## config.mk

```make
export PLATFORM = sky130hd
export DESIGN_NAME = tun_norm
export DESIGN_NICKNAME = d
export VERILOG_FILES = /design/src/rtl/tun_pkg.sv /design/src/rtl/tun_norm.sv
export SDC_FILE = /design/constraint.sdc
export NUM_CORES = 2
export LEC_CHECK = 0
export BUFFER_PORTS_ARGS = -buffer_cell sky130_fd_sc_hd__clkbuf_2
export CELL_PAD_IN_SITES_DETAIL_PLACEMENT = 1
export CELL_PAD_IN_SITES_GLOBAL_PLACEMENT = 1
export CORE_MARGIN = 4
export CORE_UTILIZATION = 40
export CTS_BUF_LIST = sky130_fd_sc_hd__clkbuf_16
export CTS_CLUSTER_DIAMETER = 100
export DETAILED_ROUTE_END_ITERATION = 6
export GPL_TIMING_DRIVEN = 0
export HOLD_SLACK_MARGIN = 0.12
export PLACE_DENSITY_LB_ADDON = 0.1
export SYNTH_ARGS = -nofsm -noshare
export SYNTH_HDL_FRONTEND = slang
export SYNTH_SLANG_ARGS = --single-unit
```

## constraint.sdc

```tcl
create_clock -name clk -period 7.5 [get_ports clk]
set_input_delay 1.875 -clock clk [delete_from_list [all_inputs] [get_ports clk]]
set_output_delay 1.875 -clock clk [all_outputs]
set_load 0.05 [all_outputs]
```

## src/rtl/tun_pkg.sv

```systemverilog
// Package for the triangle unit normal block: widths, payload structs.
// No dependencies; used by every other file of the block.
`default_nettype none
package tun_pkg;

    localparam int COORD_W = 16;              // vertex coordinate, Q8.8
    localparam int EDGE_W  = COORD_W + 1;     // exact edge difference
    localparam int PROD_W  = 2 * EDGE_W;      // edge product
    localparam int CROSS_W = PROD_W + 1;      // cross product component
    localparam int MAG_W   = CROSS_W - 1;     // its magnitude
    localparam int V_W     = 16;              // normalized magnitude
    localparam int SQ_W    = 2 * V_W;
    localparam int SUM_W   = SQ_W + 2;        // sum of three squares
    localparam int RHS_W   = SQ_W + 30;       // (2^15 * v)^2
    localparam int P_W     = 64;              // (2k-1)^2 * S
    localparam int Q_W     = SUM_W + 18;      // (2k-1) * S, signed
    localparam int ACC_W   = 68;              // candidate sum width
    localparam int K_W     = 15;              // result magnitude, up to 16384
    localparam int OUT_W   = 16;              // Q2.14 output
    localparam int SH_W    = 6;

    typedef struct packed {
        logic signed [CROSS_W-1:0] nx;
        logic signed [CROSS_W-1:0] ny;
        logic signed [CROSS_W-1:0] nz;
    } cross_t;

    typedef struct packed {
        logic [P_W-1:0]   p;
        logic [Q_W-1:0]   q;
        logic [K_W-1:0]   k;
        logic [RHS_W-1:0] rhs;
        logic             neg;
    } lane_t;

    typedef struct packed {
        lane_t [2:0]      ln;
        logic [SUM_W-1:0] sum;
        logic             deg;
    } iter_t;

    typedef struct packed {
        logic [2:0][RHS_W-1:0] rhs;
        logic [2:0]            neg;
        logic [SUM_W-1:0]      sum;
        logic                  deg;
    } norm_t;

endpackage
`default_nettype wire

```

## src/rtl/tun_norm.sv

```systemverilog
// Magnitude normalization to 16 bits, squares and their sum; four stages.
// Depends on tun_pkg.
`default_nettype none
module tun_norm (
    input  wire logic            clk,
    input  wire logic            rst_n,
    input  wire logic            in_valid,
    output logic                 in_ready,
    input  wire tun_pkg::cross_t in_data,
    output logic                 out_valid,
    input  wire logic            out_ready,
    output tun_pkg::norm_t       out_data
);
    logic [3:0] vld_reg;
    logic [3:0] rdy;

    logic [2:0][tun_pkg::MAG_W-1:0] mag_reg, mag_next;
    logic [tun_pkg::MAG_W-1:0]      orw_reg, orw_next;
    logic [2:0] neg4_reg, neg4_next, neg5_reg, neg6_reg;
    logic deg4_reg, deg4_next, deg5_reg, deg6_reg;
    logic [2:0][tun_pkg::V_W-1:0]  v_reg, v_next;
    logic [tun_pkg::SH_W-1:0]      sh;
    logic [2:0][tun_pkg::SQ_W-1:0] sq_reg, sq_next;
    tun_pkg::norm_t nrm_reg, nrm_next;

    assign rdy[3]   = !vld_reg[3] || out_ready;
    assign rdy[2]   = !vld_reg[2] || rdy[3];
    assign rdy[1]   = !vld_reg[1] || rdy[2];
    assign rdy[0]   = !vld_reg[0] || rdy[1];
    assign in_ready = rdy[0];

    always_comb
    begin
        neg4_next = {in_data.nz[tun_pkg::CROSS_W-1], in_data.ny[tun_pkg::CROSS_W-1],
                     in_data.nx[tun_pkg::CROSS_W-1]};
        mag_next[0] = tun_pkg::MAG_W'(neg4_next[0] ? -in_data.nx : in_data.nx);
        mag_next[1] = tun_pkg::MAG_W'(neg4_next[1] ? -in_data.ny : in_data.ny);
        mag_next[2] = tun_pkg::MAG_W'(neg4_next[2] ? -in_data.nz : in_data.nz);
        orw_next  = mag_next[0] | mag_next[1] | mag_next[2];
        deg4_next = (orw_next == '0);
    end

    // common right shift so the largest magnitude fits in V_W bits
    always_comb
    begin
        sh = '0;
        for (int i = tun_pkg::V_W; i < tun_pkg::MAG_W; i++)
        begin
            if (orw_reg[i])
                sh = tun_pkg::SH_W'(i - tun_pkg::V_W + 1);
        end
        for (int l = 0; l < 3; l++)
            v_next[l] = tun_pkg::V_W'(mag_reg[l] >> sh);
    end

    always_comb
    begin
        for (int l = 0; l < 3; l++)
            sq_next[l] = tun_pkg::SQ_W'(v_reg[l]) * tun_pkg::SQ_W'(v_reg[l]);
    end

    always_comb
    begin
        nrm_next.sum = tun_pkg::SUM_W'(sq_reg[0]) + tun_pkg::SUM_W'(sq_reg[1])
                     + tun_pkg::SUM_W'(sq_reg[2]);
        for (int l = 0; l < 3; l++)
            nrm_next.rhs[l] = {sq_reg[l], 30'b0};
        nrm_next.neg = neg6_reg;
        nrm_next.deg = deg6_reg;
    end

    always_ff @(posedge clk or negedge rst_n)
    begin
        if (!rst_n)
            vld_reg <= '0;
        else
        begin
            if (rdy[0]) vld_reg[0] <= in_valid;
            if (rdy[1]) vld_reg[1] <= vld_reg[0];
            if (rdy[2]) vld_reg[2] <= vld_reg[1];
            if (rdy[3]) vld_reg[3] <= vld_reg[2];
        end
    end

    always_ff @(posedge clk)
    begin
        if (rdy[0])
        begin
            mag_reg <= mag_next; orw_reg <= orw_next;
            neg4_reg <= neg4_next; deg4_reg <= deg4_next;
        end
        if (rdy[1])
        begin
            v_reg <= v_next; neg5_reg <= neg4_reg; deg5_reg <= deg4_reg;
        end
        if (rdy[2])
        begin
            sq_reg <= sq_next; neg6_reg <= neg5_reg; deg6_reg <= deg5_reg;
        end
        if (rdy[3])
            nrm_reg <= nrm_next;
    end

    assign out_valid = vld_reg[3];
    assign out_data  = nrm_reg;
endmodule
`default_nettype wire

```

# Word-level counts from Yosys, hierarchy flattened
# Cells that the tools add are included.
dict set report op_classes {
  n_mul 3
  mux 21
  shift 3
  bitwise_logic 2
  n_reduce_logical 9
  addsub 5
}
# op count
set ops {}
lappend ops {{two-way mux 34 bit} 3}
lappend ops {{two-way mux 6 bit} 17}
lappend ops {{negation 34 bit} 3}
lappend ops {{>> shifter 34 x 6 -> 16 bit} 3}
lappend ops {{multiplier 16 x 16 -> 32 bit} 3}
lappend ops {{bitwise OR 34 bit} 2}
lappend ops {{adder 33 x 32 -> 34 bit} 1}
lappend ops {{logical NOT 34 bit} 1}
lappend ops {{adder 32 x 32 -> 33 bit} 1}
lappend ops {{logical NOT 1 bit} 4}
lappend ops {{logical OR 1 bit} 4}
lappend ops {{two-way mux 1 bit} 1}
dict set report word_totals {
  register_bits 430
  inputBits 109
  wordCells 69
}

# Logic depth before layout (Yosys ltp)
dict set report depth {
  word_depth 19
  mapped_depth 25
}

# Least setup slack after synthesis
# No wires, ideal clock.
dict set report synth_timing {
  path_kind {input -> output}
  start {in out_ready}
  end {out in_ready}
  setup_slack_ns -0.323
  arrival_ns 5.948
  cell_stages 2
  path_cell_list {nor2b_1 -> nand4_1}
}
dict set report synth_via {
  elab_chain_len 4
}
# item line_no
set synth_rtl {}
lappend synth_rtl {{start: declaration} tun_norm.sv:11} ;# input wire logic out_ready,
lappend synth_rtl {{logical OR 1 bit} tun_norm.sv:26} ;# assign rdy[3] = !vld_reg[3] || out_ready;
lappend synth_rtl {{logical OR 1 bit} tun_norm.sv:27} ;# assign rdy[2] = !vld_reg[2] || rdy[3];
lappend synth_rtl {{logical OR 1 bit} tun_norm.sv:28} ;# assign rdy[1] = !vld_reg[1] || rdy[2];
lappend synth_rtl {{logical OR 1 bit} tun_norm.sv:29} ;# assign rdy[0] = !vld_reg[0] || rdy[1];
lappend synth_rtl {{end: declaration} tun_norm.sv:8} ;# output logic in_ready,
# No other way between the ends.

==> impl_metrics.toml <==
[synth]
post_synth_and_or_nand_nor_area_fraction_pct = 9.92
synth.cell_area_sq_um = 43500
yosysWarnings = 0
asr_flop_ratio_synth_pct = 0.980
synthMuxAreaShare_pct = 3.11
number_of_enable_flip_flop_cells_after_synthesis = 404
combinational_family_with_the_most_area_after_synthesis = "adder cells"
dominantRegCellSynth = "sky130_fd_sc_hd__edfxtp_1"
synth_compound_area_share_pct = 10.6
post_synth_fa_ha_maj_area_fraction_pct = 33.5
postSynthAreaPerCell_sq_um = 10.2
synth.ff_latch_count = 408
distinct_cells_synth = 85
synth_xor_xnor_area_share_pct = 4.61
seq_area_frac_synth_pct = 28.1
synthCells = 4250

[hold_path]
holdCritStartpoint = "neg4_reg[2]"
worst_hold_path_type = "reg -> reg"
worstHoldPathCells = 0
whs_endpoint = "neg5_reg[2]"

[drt]
drt_initial_violations = 2157
dr.pass1.iters = 6
final_antenna_net_count = 0
drt_wl_total_microns = 143000
post_drt_via_cell_ratio = 5.26
drt-wirelength-per-cell_microns = 23.4
drt_drc_violations_left = 0
vias = 32100

[finish]
post-route-util_pct = 45.5
ff_latch_area_sq_um = 12200
num-fill-cells = 12200
finished_cell_area_sq_um = 48900
layout.nets = 5621
post_route_cells_drive_above_1_share_pct = 11.7
multiInputGateArea_sq_um = 27400
largest_reg_flops = 131
layout_area_overhead_pct = 12.3

[place]
globalplace.congestion = 0.962
port-buffer-count = 241
dp_wirelength_microns = 121000
placed_cell_area_sq_um = 47100

[die]
initial_core_util_pct = 40.5
ioPinCount = 335
design.core.area_sq_um = 108000
die_area_sq_um = 114000
num_rows = 120
dieWidth_microns = 338
dieHeight_microns = 338

[clocking]
clock_path_buffers = 3
clock-sinks = 408
ctsRootBufferMaster = "sky130_fd_sc_hd__clkbuf_16"
cts_inserted_buffers = 48
cts_htree_levels = 2
tritoncts_clock_tree = "built"
cts_hold_repair.buffers = 0
cts.reportedPaths.clkPinSlew_ps = 60
insertion_delay_ps = 640

[setup_path]
worst_setup_path_end_kind = "flip-flop"
crit_required_ps = 7860
reg2reg_slack_ps = 290
critical_path.max_fanout = 10
critical_path.startpoint_type = "flip-flop"
critical_path_class = "reg -> reg"
critical_path.reg2reg.startpoint = "v_reg[15]"
arrival_ps = 7560
timing.rr.end = "nrm_next[99]"
worst-r2r-cell-count = 20

[grt]
grt_pass1_vias = 35300
track_usage_pct = 25.4
globalRouteMet1Util_pct = 33.6
grt-ovfl-total = 0
grt_start_max_net_pins = 79
grt_first_pass_wirelength_microns = 218000
grt-busiest-layer = "met2"
grt_util_met2_pct = 44.1
grt.met3_usage_pct = 2.82
grt_antenna_before_repair = 2

[sta]
setup_repair_after_global_routing_missed_its_margin = "true"
maxSlewViolCount = 0
clock_skew_ps = 37.4
layout_min_cycle_time_ps = 7210
slew_headroom_pct = 18.8
layout_worst_path_cycle_share_pct = 96.1
worst_pin_slew_ps = 1220
final_report_setup_violation_count = 0
hold_viol = 0
tns_ps = 0
maxClockFrequency_mhz = 139

[flow_run]
cap_violations = 0

[outcome]
run_status = "completed"
==> how the worst max path moves through the flow <==
stage                              end  depth (start not counted)  slack [ps]       from
after detailed placement  nrm_next[99]                         24        -970   v_reg[1]
after global routing      nrm_next[99]                         25         -70   v_reg[3]
after global placement        in_ready                          4       -2790  out_ready
after floorplan               in_ready                          2        -190  out_ready
final                     nrm_next[99]                         20         290  v_reg[15]
after CTS                 nrm_next[99]                         24        -160   v_reg[3]
==> placed cells by master, fill, tap and decap left out, types with 105 or more instances in the layout <==
| master | count |
|---|---|
| sky130_fd_sc_hd__xnor2_1 | 174 |
| sky130_fd_sc_hd__nor2_1 | 128 |
| sky130_fd_sc_hd__ha_1 | 337 |
| sky130_fd_sc_hd__buf_4 | 105 |
| sky130_fd_sc_hd__clkbuf_2 | 267 |
| sky130_fd_sc_hd__nand2_1 | 347 |
| sky130_fd_sc_hd__and2_1 | 122 |
| sky130_fd_sc_hd__fa_1 | 518 |
| sky130_fd_sc_hd__a21oi_1 | 146 |
| sky130_fd_sc_hd__inv_1 | 843 |
| sky130_fd_sc_hd__edfxtp_1 | 404 |
| sky130_fd_sc_hd__a211oi_1 | 130 |
| sky130_fd_sc_hd__mux2i_1 | 125 |
==> kinds of logic (layout without fill, tap and decap cells) <==
kind of cell | after synthesis | after routing
AOI/OAI and AO/OA | 672 | 672
xor gates and xnor gates | 229 | 229
adders and majority gates | 855 | 855
buffers and inverters | 1073 | 1425
DFF | 408 | 408
muxes | 131 | 131
other | 1 | 97
and+or+nand+nor | 881 | 881
==> synthesized netlist by cell type, drive strengths merged, types with 26 or more instances <==
cell	instances	area (sq um)
nand3	30	150
a21o	42	315
buf	109	772
fa	518	10400
o21bai	29	218
or3	40	290
o31ai	34	288
o221ai	26	228
nor4	26	175
clkbuf	131	505
xor2	55	482
mux2i	125	1250
inv	833	3130
nand2b	27	169
xnor2	174	1520
nand2	348	1310
o21ai	100	500
nor2	129	484
a211oi	131	983
and2	122	763
a21oi	149	746
nor3	57	285
edfxtp	404	12100
ha	337	4220
==> layout make-up <==
class	count	share of cell area, %
clock buffers	49	2.51
repair buffers	265	3.09
well taps	1403	3.59
plain buffers	237	2.67
multi-input cells	2864	56.1
clock inverters	41	0.627
flip-flops and latches	408	25.0
inverters	833	6.41
diodes	1	0.00512
==> metal layers <==
layer | wire (microns) | vias to the layer above
met1 | 63100 | 16300
met5 | 15 | -
li1 | - | 14800
met4 | 4480 | 2
met2 | 69700 | 758
met3 | 5680 | 184
==> repair_timing <==
action / in CTS / in global routing
pin swaps: 1 / 2
endpoints found under the hold margin: 0 / 0
resized for setup: 19 / 60
buffers inserted: 0 / 11
endpoints found under the setup margin: 21 / 21
==> stage by stage <==
step           setup slack [ps]  std cells  hold WS, ps
6_report                    295       6101          419
4_1_cts                    -159       6092          421
3_3_place_gp              -2790       5989          402
3_5_place_dp               -971       6002          407
2_1_floorplan              -190       4345          400
5_1_grt                   -66.8       6100          427
==> critical path: stages (launching register included) <==
cell	delay (ps)
sky130_fd_sc_hd__edfxtp_1	550
sky130_fd_sc_hd__clkbuf_1	520
sky130_fd_sc_hd__nand2_1	150
sky130_fd_sc_hd__fa_1	510
sky130_fd_sc_hd__fa_1	560
sky130_fd_sc_hd__inv_1	60
sky130_fd_sc_hd__fa_1	490
sky130_fd_sc_hd__fa_1	500
sky130_fd_sc_hd__fa_1	490
sky130_fd_sc_hd__inv_1	50
sky130_fd_sc_hd__fa_1	470
sky130_fd_sc_hd__inv_1	40
sky130_fd_sc_hd__ha_1	460
sky130_fd_sc_hd__and3_1	280
sky130_fd_sc_hd__and3_1	170
sky130_fd_sc_hd__nand3_1	170
sky130_fd_sc_hd__a21oi_1	300
sky130_fd_sc_hd__o21ai_1	190
sky130_fd_sc_hd__a31oi_2	370
sky130_fd_sc_hd__nor4_4	110
sky130_fd_sc_hd__a311oi_4	500
Power is not shown: default switching activity piles up to over one toggle a cycle in this logic, so the estimate is an artifact.
